**src/sv/gtt_pkg.sv**
```systemverilog
// ----------------------------------------------------------------------------
// gtt_pkg
// Shared types, constants and character-class functions of the grammar text
// tokenizer.
// ----------------------------------------------------------------------------
package gtt_pkg;

   localparam int POSITION_BITS = 16;
   localparam int LINE_BITS     = 16;
   localparam int LENGTH_BITS   = 8;

   localparam int QUEUE_DEPTH   = 4;
   localparam int QPTR_BITS     = $clog2(QUEUE_DEPTH);

   localparam logic [7:0] CHAR_OR     = 8'h7C;  // |
   localparam logic [7:0] CHAR_STAR   = 8'h2A;  // *
   localparam logic [7:0] CHAR_PLUS   = 8'h2B;  // +
   localparam logic [7:0] CHAR_QMARK  = 8'h3F;  // ?
   localparam logic [7:0] CHAR_LPAREN = 8'h28;  // (
   localparam logic [7:0] CHAR_RPAREN = 8'h29;  // )
   localparam logic [7:0] CHAR_SEMI   = 8'h3B;  // ;
   localparam logic [7:0] CHAR_HASH   = 8'h23;  // #
   localparam logic [7:0] CHAR_COLON  = 8'h3A;  // :
   localparam logic [7:0] CHAR_UNDER  = 8'h5F;  // _
   localparam logic [7:0] CHAR_NL     = 8'h0A;
   localparam logic [7:0] CHAR_SPACE  = 8'h20;
   localparam logic [7:0] CHAR_NUL    = 8'h00;

   typedef enum logic [3:0] {
      KIND_OR          = 4'd0,
      KIND_STAR        = 4'd1,
      KIND_PLUS        = 4'd2,
      KIND_QMARK       = 4'd3,
      KIND_LPAREN      = 4'd4,
      KIND_RPAREN      = 4'd5,
      KIND_SEMICOLON   = 4'd6,
      KIND_RULENAME    = 4'd7,
      KIND_TERMINAL    = 4'd8,
      KIND_NONTERMINAL = 4'd9,
      KIND_END         = 4'd10
   } token_kind_type;

   typedef struct packed {
      token_kind_type kind;
      logic [15:0]    line_number;
      logic [15:0]    start_offset;
      logic [7:0]     token_length;
      logic           last_result;
   } rsp_type;

   // One step yields zero, one or two descriptors, first in slot a.
   typedef struct packed {
      logic [1:0] count;
      rsp_type    slot_a;
      rsp_type    slot_b;
   } rsp_pair_type;

   function automatic logic is_space(input logic [7:0] c);
      return (c == CHAR_SPACE) || (c >= 8'd9 && c <= 8'd13);
   endfunction

   function automatic logic is_lower(input logic [7:0] c);
      return (c >= 8'h61 && c <= 8'h7A);
   endfunction

   function automatic logic is_word(input logic [7:0] c);
      return is_lower(c) || (c >= 8'h41 && c <= 8'h5A) ||
             (c >= 8'h30 && c <= 8'h39) || (c == CHAR_UNDER) || (c == CHAR_COLON);
   endfunction

   function automatic logic is_operator(input logic [7:0] c);
      return (c == CHAR_OR) || (c == CHAR_STAR) || (c == CHAR_PLUS) ||
             (c == CHAR_QMARK) || (c == CHAR_LPAREN) || (c == CHAR_RPAREN) ||
             (c == CHAR_SEMI);
   endfunction

   function automatic token_kind_type operator_kind(input logic [7:0] c);
      token_kind_type k;
      case (c)
         CHAR_OR:     k = KIND_OR;
         CHAR_STAR:   k = KIND_STAR;
         CHAR_PLUS:   k = KIND_PLUS;
         CHAR_QMARK:  k = KIND_QMARK;
         CHAR_LPAREN: k = KIND_LPAREN;
         CHAR_RPAREN: k = KIND_RPAREN;
         default:     k = KIND_SEMICOLON;
      endcase
      return k;
   endfunction

endpackage

```
**src/sv/gtt_lexer.sv**
```systemverilog
// ----------------------------------------------------------------------------
// gtt_lexer
// Scan state and per-byte step: classify, extend or flush the pending lexeme.
// ----------------------------------------------------------------------------
module gtt_lexer
   import gtt_pkg::*;
(
   input  logic         clock,
   input  logic         reset,
   input  logic         step,
   input  logic [7:0]   text_byte,
   input  logic         end_of_text,
   output rsp_pair_type results
);

   typedef enum logic [1:0] {
      MODE_IDLE    = 2'd0,
      MODE_WORD    = 2'd1,
      MODE_OTHER   = 2'd2,
      MODE_COMMENT = 2'd3
   } mode_type;

   localparam logic [LINE_BITS-1:0]   LINE_MAX = '1;
   localparam logic [LENGTH_BITS-1:0] LEN_MAX  = '1;

   mode_type                 mode_ff, mode_in;
   logic [LINE_BITS-1:0]     line_ff, line_in;
   logic [POSITION_BITS-1:0] pos_ff, pos_in;
   logic [POSITION_BITS-1:0] pstart_ff, pstart_in;
   logic [LENGTH_BITS-1:0]   plen_ff, plen_in;
   logic                     lower_ff, lower_in;
   logic                     colon_ff, colon_in;

   always_comb begin
      logic                     eot;
      logic                     pending;
      logic                     flush;
      logic                     emit_b;
      rsp_type                  flush_rsp;
      rsp_type                  b_rsp;
      logic [LENGTH_BITS-1:0]   flen;
      logic [LINE_BITS-1:0]     line_inc;
      logic [POSITION_BITS-1:0] pos_inc;

      eot      = end_of_text || (text_byte == CHAR_NUL);
      pending  = (mode_ff == MODE_WORD) || (mode_ff == MODE_OTHER);
      line_inc = (line_ff == LINE_MAX) ? line_ff : line_ff + 1'b1;
      pos_inc  = pos_ff + 1'b1;

      // Descriptor of the pending lexeme, in case it is flushed.
      flen = plen_ff;
      if (mode_ff == MODE_WORD && colon_ff) begin
         flush_rsp.kind = KIND_RULENAME;
         if (plen_ff != LEN_MAX && plen_ff != '0) begin
            flen = plen_ff - 1'b1;
         end
      end else begin
         flush_rsp.kind = lower_ff ? KIND_NONTERMINAL : KIND_TERMINAL;
      end
      flush_rsp.line_number  = 16'(line_ff);
      flush_rsp.start_offset = 16'(pstart_ff);
      flush_rsp.token_length = 8'(flen);
      flush_rsp.last_result  = 1'b0;

      b_rsp.kind         = KIND_END;
      b_rsp.line_number  = 16'(line_ff);
      b_rsp.start_offset = 16'(pos_ff);
      b_rsp.token_length = '0;
      b_rsp.last_result  = 1'b1;

      mode_in   = mode_ff;
      line_in   = line_ff;
      pos_in    = pos_inc;
      pstart_in = pstart_ff;
      plen_in   = plen_ff;
      lower_in  = lower_ff;
      colon_in  = colon_ff;
      flush     = 1'b0;
      emit_b    = 1'b0;

      if (eot) begin
         // Flush, mark the end, and return to the reset state.
         flush     = pending;
         emit_b    = 1'b1;
         mode_in   = MODE_IDLE;
         line_in   = '0;
         pos_in    = '0;
         pstart_in = '0;
         plen_in   = '0;
         lower_in  = 1'b0;
         colon_in  = 1'b0;
      end else if (mode_ff == MODE_COMMENT) begin
         if (text_byte == CHAR_NL) begin
            line_in = line_inc;
            mode_in = MODE_IDLE;
         end
      end else if ((mode_ff == MODE_WORD && is_word(text_byte)) ||
                   (mode_ff == MODE_OTHER && !is_space(text_byte) &&
                    !is_word(text_byte))) begin
         plen_in  = (plen_ff == LEN_MAX) ? plen_ff : plen_ff + 1'b1;
         lower_in = lower_ff || is_lower(text_byte);
         colon_in = (text_byte == CHAR_COLON);
      end else begin
         flush   = pending;
         mode_in = MODE_IDLE;
         if (is_space(text_byte)) begin
            if (text_byte == CHAR_NL) begin
               line_in = line_inc;
            end
         end else if (is_operator(text_byte)) begin
            emit_b             = 1'b1;
            b_rsp.kind         = operator_kind(text_byte);
            b_rsp.token_length = 8'd1;
            b_rsp.last_result  = 1'b0;
         end else if (text_byte == CHAR_HASH) begin
            mode_in = MODE_COMMENT;
         end else begin
            mode_in   = is_word(text_byte) ? MODE_WORD : MODE_OTHER;
            pstart_in = pos_ff;
            plen_in   = LENGTH_BITS'(1);
            lower_in  = is_lower(text_byte);
            colon_in  = (text_byte == CHAR_COLON);
         end
      end

      // Pack so the first descriptor always sits in slot a.
      results.count  = {1'b0, flush} + {1'b0, emit_b};
      results.slot_a = flush ? flush_rsp : b_rsp;
      results.slot_b = b_rsp;
   end

   always_ff @(posedge clock) begin
      if (reset) begin
         mode_ff   <= MODE_IDLE;
         line_ff   <= '0;
         pos_ff    <= '0;
         pstart_ff <= '0;
         plen_ff   <= '0;
         lower_ff  <= 1'b0;
         colon_ff  <= 1'b0;
      end else if (step) begin
         mode_ff   <= mode_in;
         line_ff   <= line_in;
         pos_ff    <= pos_in;
         pstart_ff <= pstart_in;
         plen_ff   <= plen_in;
         lower_ff  <= lower_in;
         colon_ff  <= colon_in;
      end
   end

endmodule

```
**src/sv/gtt_rsp_queue.sv**
```systemverilog
// ----------------------------------------------------------------------------
// gtt_rsp_queue
// Small result queue: takes up to two descriptors a cycle, hands out one per pop.
// ----------------------------------------------------------------------------
module gtt_rsp_queue
   import gtt_pkg::*;
(
   input  logic         clock,
   input  logic         reset,
   input  logic         push,
   input  rsp_pair_type push_data,
   input  logic         pop,
   output logic         room,
   output logic         head_valid,
   output rsp_type      head,
   output logic [QPTR_BITS:0] fill
);

   rsp_type                entry_ff [QUEUE_DEPTH];
   logic [QPTR_BITS-1:0]   rd_ff, rd_in;
   logic [QPTR_BITS-1:0]   wr_ff, wr_in;
   logic [QPTR_BITS:0]     count_ff, count_in;
   logic [1:0]             n_push;
   logic                   do_pop;

   assign n_push     = push ? push_data.count : 2'd0;
   assign head_valid = (count_ff != '0);
   assign do_pop     = pop && head_valid;
   assign head       = entry_ff[rd_ff];
   assign room       = (count_ff <= (QPTR_BITS+1)'(QUEUE_DEPTH - 2));
   assign fill       = count_ff;

   always_comb begin
      rd_in    = do_pop ? rd_ff + 1'b1 : rd_ff;
      wr_in    = wr_ff + QPTR_BITS'(n_push);
      count_in = count_ff + (QPTR_BITS+1)'(n_push) - (QPTR_BITS+1)'(do_pop);
   end

   always_ff @(posedge clock) begin
      if (reset) begin
         rd_ff    <= '0;
         wr_ff    <= '0;
         count_ff <= '0;
      end else begin
         rd_ff    <= rd_in;
         wr_ff    <= wr_in;
         count_ff <= count_in;
      end
   end

   // Payload holds no reset.
   always_ff @(posedge clock) begin
      if (n_push != 2'd0) begin
         entry_ff[wr_ff] <= push_data.slot_a;
      end
      if (n_push == 2'd2) begin
         entry_ff[wr_ff + 1'b1] <= push_data.slot_b;
      end
   end

endmodule

```
**src/sv/grammar_text_tokenizer.sv**
```systemverilog
// ----------------------------------------------------------------------------
// grammar_text_tokenizer
// Streaming lexer for grammar text: one byte in, token descriptors out.
// ----------------------------------------------------------------------------
// Feed the grammar text one byte per word on the req channel; raise req_tlast
// (or send a zero byte) to end the text. Each token comes out as one rsp word
// carrying its kind, line, start offset and length; the end marker closes the
// list with rsp_tlast high, after which line and offset restart at zero.
// Comments ('#' to newline) produce nothing. The block takes one byte per
// cycle while the result queue has room for a pair: a byte waits in the input
// register, then a scan step writes its zero, one or two descriptors into a
// four-entry result queue, which drains one descriptor per cycle while
// rsp_tready is high. Input throughput is set by the one-word-per-cycle rsp
// port: a byte that ends a word and is an operator yields two words, and the
// queue absorbs such bursts.
// ----------------------------------------------------------------------------
module grammar_text_tokenizer
   import gtt_pkg::*;
(
   input  logic        clock,
   input  logic        reset,
   // input channel
   input  logic        req_tvalid,
   output logic        req_tready,
   input  logic [7:0]  req_tdata,   // [7:0] text_byte
   input  logic        req_tlast,   // end_of_text
   // result channel
   output logic        rsp_tvalid,
   input  logic        rsp_tready,
   output logic [47:0] rsp_tdata,   // [3:0] token_kind, [19:4] line_number,
                                    // [35:20] start_offset, [43:36] token_length,
                                    // [47:44] zero
   output logic        rsp_tlast    // last_result
);

   logic         in_valid_ff, in_valid_in;
   logic [7:0]   in_byte_ff;
   logic         in_eot_ff;
   logic         step;
   logic         room;
   rsp_pair_type results;
   rsp_type      head;
   logic [QPTR_BITS:0] fill;

   // Advance the scan when the queue can take a full pair.
   assign step        = in_valid_ff && room;
   assign req_tready  = !in_valid_ff || step;
   assign in_valid_in = (req_tvalid && req_tready) || (in_valid_ff && !step);

   always_ff @(posedge clock) begin
      if (reset) begin
         in_valid_ff <= 1'b0;
      end else begin
         in_valid_ff <= in_valid_in;
      end
   end

   // Hold the byte until the scan step takes it.
   always_ff @(posedge clock) begin
      if (req_tvalid && req_tready) begin
         in_byte_ff <= req_tdata;
         in_eot_ff  <= req_tlast;
      end
   end

   gtt_lexer u_lexer (
      .clock       (clock),
      .reset       (reset),
      .step        (step),
      .text_byte   (in_byte_ff),
      .end_of_text (in_eot_ff),
      .results     (results)
   );

   gtt_rsp_queue u_queue (
      .clock      (clock),
      .reset      (reset),
      .push       (step),
      .push_data  (results),
      .pop        (rsp_tready),
      .room       (room),
      .head_valid (rsp_tvalid),
      .head       (head),
      .fill       (fill)
   );

   assign rsp_tdata = {4'b0000, head.token_length, head.start_offset,
                       head.line_number, head.kind};
   assign rsp_tlast = head.last_result;

`ifndef SYNTHESIS
   // Queue never overfills.
   a_fill_bound: assert property (@(posedge clock) disable iff (reset)
      fill <= (QPTR_BITS+1)'(QUEUE_DEPTH))
      else $error("result queue overfilled");

   // A scan step only happens with room for a pair.
   a_step_room: assert property (@(posedge clock) disable iff (reset)
      step |-> fill <= (QPTR_BITS+1)'(QUEUE_DEPTH - 2))
      else $error("scan step without queue room");

   // Fill tracks pushes and pops.
   a_fill_track: assert property (@(posedge clock) disable iff (reset)
      !$past(reset) |-> fill == $past(fill)
         + (QPTR_BITS+1)'($past(step) ? $past(results.count) : 2'd0)
         - (QPTR_BITS+1)'($past(rsp_tvalid && rsp_tready)))
      else $error("queue fill mismatch");

   // Only the end marker carries tlast.
   a_last_kind: assert property (@(posedge clock) disable iff (reset)
      rsp_tvalid |-> (rsp_tlast == (head.kind == KIND_END)))
      else $error("tlast and end kind disagree");
`endif

endmodule
```
**config.mk**
```make
export PLATFORM = sky130hd
export DESIGN_NAME = grammar_text_tokenizer
export DESIGN_NICKNAME = d
export VERILOG_FILES = /design/src/sv/gtt_pkg.sv /design/src/sv/gtt_lexer.sv /design/src/sv/gtt_rsp_queue.sv /design/src/sv/grammar_text_tokenizer.sv
export SDC_FILE = /design/constraint.sdc
export NUM_CORES = 1
export LEC_CHECK = 0
export BUFFER_PORTS_ARGS = -buffer_cell sky130_fd_sc_hd__buf_2
export CAP_MARGIN = 15
export CORE_ASPECT_RATIO = 1.5
export CORE_MARGIN = 2
export CORE_UTILIZATION = 55
export CTS_CLUSTER_SIZE = 14
export DETAILED_ROUTE_END_ITERATION = 10
export PLACE_DENSITY = 0.72
export SYNTH_ARGS = -nofsm -noshare
export SYNTH_HDL_FRONTEND = slang
export SYNTH_HIERARCHICAL = 1
export SYNTH_SLANG_ARGS = --single-unit
```
**constraint.sdc**
```tcl
create_clock -name clock -period 5.9 [get_ports clock]
set_input_delay 0.295 -clock clock [delete_from_list [all_inputs] [get_ports clock]]
set_output_delay 0.295 -clock clock [all_outputs]
set_load 0.02 [all_outputs]
```
Word level (Yosys, flattened, before mapping)
Memory sizes are Yosys's and may differ from the RTL's. A register that Yosys moved wholly into a read port is not among the register bits.
Index checks and enable logic that the tools add are counted.
{"block": "totals", "ff_bits": 77, "ram_bits": 180, "word_cells": 178, "mem_count": 1}
{"block": "op_classes", "add_sub_neg": 10, "order_cmp": 9, "eq_ne": 30, "n_mux": 71, "n_reduce_logical": 44}
{"memory": "u_queue.entry_ff", "depth": 4, "word_bits": 45, "read_ports": 1, "rd_clocked_by_memory_dff": 1, "wr": 2, "line": "gtt_rsp_queue.sv:19", "source": "rsp_type entry_ff [QUEUE_DEPTH];"}
{"operator": "16-bit 2-to-1 mux", "count": 13}
{"operator": "8-bit by 6-bit == test with 1-bit output, second input constant", "count": 9}
{"operator": "8-bit 2-to-1 mux", "count": 9}
{"operator": "45-bit 2-to-1 mux", "count": 1}
{"operator": "9-bit 2-to-1 mux", "count": 4}
{"operator": "16-bit by 1-bit adder with 16-bit output, second input constant", "count": 2}
{"operator": "1-bit 2-to-1 mux", "count": 25}
{"operator": "2-bit 2-to-1 mux", "count": 12}
{"operator": "4-bit 2-to-1 mux", "count": 6}
{"operator": "3-bit one-hot mux with 6 select lines", "count": 1}
{"operator": "1-bit logical OR", "count": 17}
{"operator": "16-bit == test, second input constant", "count": 1}
{"operator": "8-bit by 7-bit == test with 1-bit output, second input constant", "count": 2}
{"operator": "8-bit by 7-bit greater-or-equal comparator with 1-bit output, second input constant", "count": 2}
{"operator": "8-bit by 7-bit less-or-equal comparator with 1-bit output, second input constant", "count": 2}
{"operator": "1-bit logical AND", "count": 13}
{"operator": "6-bit AND reduction", "count": 2}
{"operator": "2-bit by 1-bit inequality test with 1-bit output, second input constant", "count": 5}
{"operator": "3-bit by 1-bit inequality test with 1-bit output, second input constant", "count": 3}
{"operator": "3-bit by 2-bit inequality test with 1-bit output, second input constant", "count": 3}
{"operator": "8-bit by 1-bit adder with 8-bit output, second input constant", "count": 1}
{"operator": "8-bit by 4-bit == test with 1-bit output, second input constant", "count": 1}
{"operator": "8-bit == test, second input constant", "count": 1}
{"operator": "8-bit by 4-bit greater-or-equal comparator with 1-bit output, second input constant", "count": 1}
{"operator": "other kinds (20)", "count": 28}

Logic depth before layout (Yosys ltp)
Gate-level depths: netlist of run 1.
{"block": "logic_depth", "ltp_word": 17, "depth_mapped": 16, "depth_no_buf": 14}

Hierarchy
The synthesis of run 1 kept the hierarchy.
{"module": "gtt_rsp_queue", "instances": 1, "cells_per_inst": 492, "area_each_um2": 9270.1, "seq_area_each_um2": 5585.4}
{"module": "gtt_lexer", "instances": 1, "cells_per_inst": 512, "area_each_um2": 3983.8, "seq_area_each_um2": 1201.2}
{"module": "grammar_text_tokenizer", "instances": 1, "cells_per_inst": 20, "area_each_um2": 366.6, "seq_area_each_um2": 290.3}

Worst setup path before layout of run 1
Ideal clock, no wire load.
{"block": "synth_timing", "path_type": "reg-to-reg", "from": "register in_byte_ff[0]", "to": "memory u_queue/entry_ff[1][0] (netlist bit) (enable)", "arrival_ns": 4.161, "setup_slack_ns": 1.292, "stages_incl_launch_ff": 12, "synth_period_minus_slack_ns": 4.608, "path_cell_list": "edfxtp_1 > buf_6 > a21o_1 > and3_1 > or3_4 > nand4_1 > a31oi_1 > clkbuf_1 > nor2_1 > mux2_2 > nand2_1 > nor2_1"}
{"element": "start, declared", "line": "grammar_text_tokenizer.sv:37", "source": "logic [7:0] in_byte_ff;"}
{"element": "start signal, assigned", "line": "grammar_text_tokenizer.sv:61", "source": "in_byte_ff <= req_tdata;"}
{"element": "end, declared", "line": "gtt_rsp_queue.sv:19"}

==> run metrics, run 1 <==
status=complete, no violations; first-pass GRT wire length=46000 µm; Switch Pwr=0.00130 W; most frequent cells in the layout=189 x edfxtp_1, 141 x mux2_2, 70 x nand2_1; area share of fa/ha/maj cells after synthesis=1.25%; setup_tns=0 ns; number of flops mapped to enable cells by yosys=189; Final ANT Viol Nets=0; post-CTS setup buffers=0; critical path endpoint category=flip-flop; compound-gate portion of the synthesized area=4.93%; Die ar.=0.0261 mm²; post-DR wirelength/cell=20.5 µm; Total Wirelength=28800 µm; synthesized-area fraction occupied by and/or/nand/nor cells=9.64%; nets@finish=between 1000 and 1500; Final Hold Vio Count=0; power share of the sequential group=45.9%; worst slew pin tran=1.13 ns; Total GRT Usage=22.3%; Initial Util=55.9%; worst hold path type=in -> reg; share of layout cells above drive strength 1=between 30% and 40%; largest family of logic cells by synthesized area=multiplexers; drt via density=5.89; antenna cell count=0; Yosys cell types=72; critical path class=reg -> reg; vias=approximately 8300; ranking of synthesized cells by area=edfxtp_1 42%, mux2_2 12%, dfxtp_1 10%; Max H-tree Level=1; Final Worst Setup Slack=1.36 ns; clk buf depth=3; vias in the first global route=8466; Crit Path Max Fanout=25; initial antenna violation count=0; register area share after synthesis=52.0%; Netlist Area Pre-Place=0.0136 mm²; PortBufs=59; FFs w/ async S/R, synth=0%; CTS tree=done; Logic pwr share=20.6%; worst rel slew slack=24.5%; flops & latches, synth=around 260; multiplexer share of the synthesized area=26.3%; GPL Wtd Cong=0.877; clock insertion delay at the later pin of the skew report=0.53 ns; # rows=70; clk_skew=0.00881 ns; Sw Ratio=28.2%; ys flop type=edfxtp_1; Ports=64; post-synth top area cell=edfxtp_1; post-route total power=~0.0046 W; cts bufs inserted=25; die width=132 µm; Die Y=197 µm; Worst EP arrival=just under 5 ns; Hold WS=0.210 ns; Residual DRC=0; Power Density=between 300 and 400 mW/mm²; top-area cell type share of the netlist area=41.7%; fmax=220 MHz; Critical Path RT=6.19 ns; core area=0.0243 mm²; Avg Inst Size Synth=around 13 µm²; maxcap violations=0; Internal Dissipation=0.00330 W; PostCTS Resize Cnt=0; RSZ-0062 raised after global routing=false; Clock Sinks=259; DP HPWL=17800 µm; peak supply drop=about 220 µV; fin. max-slew vios=0; clock root cell=clkbuf_16; Synth Area in XOR/XNOR=1.74%; largest net degree at the start of global routing=41; DRT iter0 DRCs=563; worst slack, placed=between 1 and 1.5 ns; final setup vio count=0; Worst Setup Start Kind=flip-flop; First-pass DRT Iterations=5; yosys warns=6; static leakage=5.49 nW; power share of the clock group=approximately a third; GR Overflow Total=0; P&R area growth vs syn=9.91%; Synth Instances=1024; Final period util=between 70% and 80%; leading cell type in the layout, fill and taps excluded=edfxtp_1; hold_buf cts=10; Reg clk slew, reported paths=0.06 ns; Layout Utilization=about three fifths; Tmin final=4.54 ns
## per-stage QoR
step                      instance area, µm²  instances
final                                  15000       1403
after global routing                   15000       1403
after CTS                              15000       1403
after detailed placement               14100       1347
after global placement                 14100       1347
after floorplan                        13700       1033
## synthesized netlist by cell type (11+ instances only)
library cell	n
edfxtp_1	189
mux2_2	141
dfxtp_1	70
nand2_1	70
nor2_1	67
mux4_2	45
mux2_4	40
buf_4	29
clkbuf_1	28
a21oi_1	21
buf_2	21
mux2i_1	20
nand3_1	18
and3_1	17
nor3_1	17
o21ai_0	17
mux2_1	16
xor2_1	16
inv_1	15
ha_1	12
nand4_1	11
xnor2_1	11
## layout make-up
class | count | area, µm²
Tap cell | 324 | 405
Clock buffer | 29 | 641
Inverter | 15 | 56.3
Sequential cell | 259 | 7080
Multi-Input combinational cell | 674 | 6060
Fill cell | 1981 | 9380
Clock inverter | 17 | 133
Timing Repair Buffer | 85 | 591
## flip-flops by register name, summed over array words and instances (netlist names), 3 cells and up, named ones only
register,flops
u_lexer/plen_ff,8
u_lexer/line_ff,16
in_byte_ff,8
u_queue/entry_ff,180
u_lexer/pstart_ff,16
u_lexer/pos_ff,16
u_queue/fill,3
## path summary, 6_finish.rpt
check	startpoint	endpoint	slack, ns	cells past startpoint
max	in_byte_ff[2]$_DFFE_PP_	u_queue/entry_ff[1][1]$_DFFE_PP_	1.36	10
min	rsp_tready	flip-flop	0.21	4
max reg2reg	in_byte_ff[2]$_DFFE_PP_	u_queue/entry_ff[1][1]$_DFFE_PP_	1.36	10
min reg2reg	u_lexer/pstart_ff[14]$_SDFFE_PP0P_	u_lexer/pstart_ff[14]$_SDFFE_PP0P_	0.46	2
## routing by layer
metal	up-vias	GRT usage (%)	wire, µm
met3	43	2.21	1060
li1	3927	-	-
met5	-	0	0
met4	0	6.37	603
met2	193	41.5	15300
met1	4099	27.5	11800
## worst max-delay path, cell delays in order (launching register included)
cell and delay, ns:
edfxtp_1 0.53, or4_1 0.60, o21ai_1 0.18, nor3_1 0.11
o21ai_1 0.32, nand2_1 0.23, o31ai_1 0.57, nand3b_2 0.34
or3_2 0.73, buf_12 0.32, mux2_2 0.36
## power groups by stage
stage	combinational [W]	clock, W	sequential (W)
detailed placement	0.000957	0	0.00215
global placement	0.000950	0	0.00215
global route	0.00102	0.00164	0.00212
finish	0.000948	0.00154	0.00211
floorplan	0.000749	0	0.00209
CTS	0.000966	0.00158	0.00211
## logic make-up after synthesis
family,count (synthesis)
AOI/OAI and AO/OA,101
xor gates and xnor gates,27
adders and majority gates,13
buffers and inverters,100
DFF,259
muxes,262
other,2
and+or+nand+nor,260
(Power assumes the default switching activity.)
==> run 2: changes to the inputs <==
clock period = 4.44 ns   (was 5.9 ns; I/O delays follow)
==> run metrics, run 2 (synthesis results as in run 1) <==
R2R depth=11; # rows=70; PortBufs=59; GR Layer Usage met1=26.5%; post-CTS setup buffers=0; Initial Util=a little under three fifths; static leakage=5.57 nW; Final Hold Vio Count=0; core area=0.0243 mm²; vias=8200; met2 Use GR=40.7%; reg2reg setup slack=0.49 ns; WP buf/inv=2; die width=132 µm; first-pass GRT wire length=45100 µm; Top reg by flops=u_queue/entry_ff; Final Worst Setup Slack=around 0.49 ns; post-DR wirelength/cell=20.1 µm; critical path class=reg -> reg; clock insertion delay at the later pin of the skew report=0.52 ns; Max H-tree Level=1; Die ar.=0.0261 mm²; peak supply drop=336 µV; Power Density=413 mW/mm²; Total Wirelength=28300 µm; initial antenna violation count=0; top cell family by delay on the critical path=simple AND/OR/NAND/NOR gates; Crit Path Max Fanout=22; placed insts=1354; Clock Sinks=259; status=complete, no violations; Tmin final=3.95 ns; Hold Path Cell Cnt=2; fill count=between 1500 and 2000; critical path endpoint category=flip-flop; crit path max-delay cell type=or4_1; largest net degree at the start of global routing=44; DRT iter0 DRCs=550; Layout Utilization=62.0%; vias in the first global route=8433; clk buf depth=3; leading cell type in the layout, fill and taps excluded=edfxtp_1; GPL Wtd Cong=0.864; maxcap violations=0; Total GRT Usage=22.0%; fin. max-slew vios=0; GR Overflow Total=0; GRT met3 Usage=2.88%; clk_skew=0.00659 ns; share of layout cells above drive strength 1=between 30% and 40%; Max stage delay on crit path=0.59 ns; final setup vio count=0; reg-to-reg endpoint=u_queue/entry_ff[1][1]$_DFFE_PP_; Reg clk slew, reported paths=0.06 ns; clock root cell=clkbuf_16; worst hold path type=in -> reg; worst slew pin tran=between 1 and 1.5 ns; Critical Path RT=4.71 ns; max FFs per register=180; P&R area growth vs syn=10.8%; Final period util=about 89%; fmax=roughly 250 MHz; Worst EP arrival=roughly 4.2 ns; worst slack, placed=0.549 ns; setup_tns=0 ns; Hold Startpoint=reset; Post-Layout Cell Count=1408; Ports=64; nets@finish=1093; post-route total power=0.00623 W; Hold Crit Endpoint=u_lexer/line_ff[8]$_SDFFE_PP0P_; most used routing layer=met2; Residual DRC=0; CTS tree=done; most frequent cells in the layout=189 x edfxtp_1, 141 x mux2_2, 70 x nand2_1; CP Cell Sequence=or4_1, o21ai_1, nor3_1, o21ai_1, nand2_1, o31ai_1, buf_4, nand3b_2, or3_2, buf_4, mux2_2; DP HPWL=17200 µm; Final ANT Viol Nets=0; antenna cell count=0; RSZ-0062 raised after global routing=false; First-pass DRT Iterations=5; drt via density=5.82; Worst Setup Start Kind=flip-flop; worst rel slew slack=~27%; RR Startpoint=in_byte_ff[2]$_DFFE_PP_; cts bufs inserted=25; Die Y=approximately 200 µm
[run 2: worst max path at each step]
stage                                 start  depth (start not counted)                                end
finish              in_byte_ff[2]$_DFFE_PP_                         11   u_queue/entry_ff[1][1]$_DFFE_PP_
global route        in_byte_ff[2]$_DFFE_PP_                         14         u_queue/fill[2]$_SDFF_PP0_
CTS                 in_byte_ff[2]$_DFFE_PP_                         11  u_queue/entry_ff[1][15]$_DFFE_PP_
detailed placement  in_byte_ff[2]$_DFFE_PP_                         11  u_queue/entry_ff[1][15]$_DFFE_PP_
global placement    in_byte_ff[2]$_DFFE_PP_                         11   u_queue/entry_ff[1][1]$_DFFE_PP_
floorplan           in_byte_ff[0]$_DFFE_PP_                         11   u_queue/entry_ff[1][0]$_DFFE_PP_
[run 2: repair_timing]
| item | CTS | global route |
|---|---|---|
| setup endpoints to repair | 0 | 0 |
| gates resized for setup | 0 | 0 |
| hold endpoints to repair | 10 | 0 |
| hold buffers | 10 | 0 |
[run 2: routing by layer]
layer,vias to the layer above,wire length [µm],share of wire (%)
met1,4007,11500,41
met5,-,0,0
met4,0,798,2.8
met3,53,1160,4.1
li1,3947,-,-
met2,193,14800,53
[run 2: cell type report]
| class | instances | area, µm² | area share, % |
|---|---|---|---|
| repair buffers | 92 | 643 | 4.26 |
| well taps | 324 | 405 | 2.69 |
| clock inverters | 9 | 97.6 | 0.647 |
| multi-input cells | 674 | 6060 | 40.2 |
| flip-flops and latches | 259 | 7080 | 46.9 |
| clock buffers | 35 | 744 | 4.93 |
| inverters | 15 | 56.3 | 0.373 |
[run 2: through the flow]
step / cell area, µm² / hold slack [ns]
6_report: 15100 / 0.0730
4_1_cts: 15100 / 0.0657
3_5_place_dp: 14100 / 0.400
2_1_floorplan: 13700 / 0.284
3_3_place_gp: 14100 / 0.399
5_1_grt: 15100 / 0.0708
[run 2: power by group]
group          leakage (nW)  switching [W]  total [W]  internal (W)
logic                  2.77       0.000671    0.00123      0.000560
clock network         0.419       0.000880    0.00216       0.00128
registers              2.37       0.000157    0.00284       0.00269
==> run 3: changes to the inputs <==
==> constraint.sdc (replaced) <==
create_clock -name clock -period 4.44 [get_ports clock]
set_input_delay 0.666 -clock clock [delete_from_list [all_inputs] [get_ports clock]]
set_output_delay 0.666 -clock clock [all_outputs]
set_load 0.02 [all_outputs]
==> run metrics, run 3 (synthesis results as in run 1) <==
Top reg by flops=u_queue/entry_ff; setup_tns=0 ns; vias in the first global route=8162; maxcap violations=0; leading cell type in the layout, fill and taps excluded=edfxtp_1; GRT met3 Usage=2.55%; P&R area growth vs syn=9.67%; First-pass DRT Iterations=5; die width=roughly 130 µm; CTS tree=done; DRT iter0 DRCs=570; share of layout cells above drive strength 1=around 34%; peak supply drop=between 300 and 400 µV; static leakage=5.50 nW; Initial Util=55.9%; cts bufs inserted=25; fill count=1931; worst rel slew slack=31.0%; reg-to-reg endpoint=u_queue/entry_ff[1][42]$_DFFE_PP_; Final Hold Vio Count=0; Die ar.=0.0261 mm²; core area=around 0.024 mm²; Total Wirelength=28000 µm; Crit Path Max Fanout=19; # rows=70; hold_buf cts=0; Ports=64; Total GRT Usage=between 20% and 30%; R2R depth=11; nets@finish=between 1000 and 1500; max FFs per register=180; Hold Crit Endpoint=in_byte_ff[7]$_DFFE_PP_; critical path endpoint category=flip-flop; worst slew pin tran=1.04 ns; GR Layer Usage met1=27.5%; largest net degree at the start of global routing=46; Residual DRC=0; status=complete, no violations; Tmin final=about 3.9 ns; PostCTS Resize Cnt=0; vias=8167; Final ANT Viol Nets=0; met2 Use GR=38.8%; most frequent cells in the layout=189 x edfxtp_1, 141 x mux2_2, 70 x nand2_1; Worst Setup Start Kind=flip-flop; most used routing layer=met2; fmax=between 200 and 300 MHz; clock root cell=clkbuf_16; drt via density=5.83; Die Y=slightly below 200 µm; critical path class=reg -> reg; Max H-tree Level=1; Clock Sinks=approximately 260; Hold Startpoint=req_tdata[7]; RR Startpoint=in_byte_ff[3]$_DFFE_PP_; clk_skew=0.0160 ns; GPL Wtd Cong=between 0.8 and 0.9; clk buf depth=3; clock insertion delay at the later pin of the skew report=0.53 ns; Hold WS=0.318 ns; GR Overflow Total=0; Critical Path RT=around 4.7 ns; final setup vio count=0; DP HPWL=16900 µm; worst hold path type=in -> reg; first-pass GRT wire length=44600 µm; post-DR wirelength/cell=between 15 and 20 µm; reg2reg setup slack=0.52 ns; post-CTS setup buffers=0; antenna cell count=0; fin. max-slew vios=0; PortBufs=59; Power Density=slightly above 400 mW/mm²; Reg clk slew, reported paths=about 0.060 ns; Final period util=between 80 and 90%; Hold Path Cell Cnt=1; RSZ-0062 raised after global routing=false; initial antenna violation count=0; Worst EP arrival=between 4 and 5 ns
==> run 3: cell types whose count changed in the layout (fill, tap and decap cells not counted), moves of 2 or more <==
cell | before | now
bufinv_16 | 2 | 0
clkbuf_1 | 3 | 6
clkinv_1 | 0 | 3
dlygate4sd3_1 | 10 | 0
==> run 3: through the flow <==
stage	instance area, µm²	total power (W)	cells	setup WS, ns	utilization (%)
after floorplan	13700	0.00377	1033	0.581	-
after global placement	14200	0.00412	1355	0.631	58.1
after detailed placement	14200	0.00413	1355	0.566	58.1
after CTS	14900	0.00617	1401	0.566	61.4
after global routing	14900	0.00636	1401	0.350	61.4
final	14900	0.00610	1401	0.517	61.4
==> run 3: cell type report <==
type / instances / area [µm²] / share of cell area, %
Sequential cell: 259 / 7080 / 47.4
Multi-Input combinational cell: 674 / 6060 / 40.5
Clock buffer: 37 / 742 / 4.97
Timing Repair Buffer: 83 / 551 / 3.69
Tap cell: 324 / 405 / 2.71
Inverter: 15 / 56.3 / 0.377
Clock inverter: 9 / 45.0 / 0.302
==> run 3: worst max path at each step <==
stage                            start                           endpoint  slack, ns  cells past startpoint
6_report       in_byte_ff[3]$_DFFE_PP_  u_queue/entry_ff[1][42]$_DFFE_PP_       0.52                     11
5_1_grt        in_byte_ff[3]$_DFFE_PP_   u_queue/entry_ff[1][0]$_DFFE_PP_       0.35                     11
4_1_cts        in_byte_ff[2]$_DFFE_PP_   u_queue/entry_ff[1][4]$_DFFE_PP_       0.57                     11
3_5_place_dp   in_byte_ff[2]$_DFFE_PP_  u_queue/entry_ff[1][43]$_DFFE_PP_       0.57                     11
3_3_place_gp   in_byte_ff[2]$_DFFE_PP_   u_queue/entry_ff[1][8]$_DFFE_PP_       0.63                     11
2_1_floorplan  in_byte_ff[0]$_DFFE_PP_   u_queue/entry_ff[1][0]$_DFFE_PP_       0.58                     11
==> run 3: where the power goes <==
part	internal, W	switching [W]	total (W)
sequential	0.00269	0.000192	0.00288
clock	0.00115	0.000885	0.00204
combinational	0.000552	0.000627	0.00118
total	0.00439	0.00170	0.00610
==> run 3: layer usage <==
metal	share of wire (%)	wire, µm
met1	41	11600
met2	52	14600
met3	3.9	1100
met4	2.3	643
met5	0	0
==> run 3: worst max-delay path, cell delays in order, from the launching register on <==
cell,delay (ns)
edfxtp_1,0.54
or4_1,0.58
o21ai_1,0.19
or3_4,0.16
nand4_1,0.20
nand2_1,0.26
o31ai_1,0.12
buf_4,0.16
nand3b_2,0.30
or3_2,0.51
buf_4,0.28
mux2_4,0.35
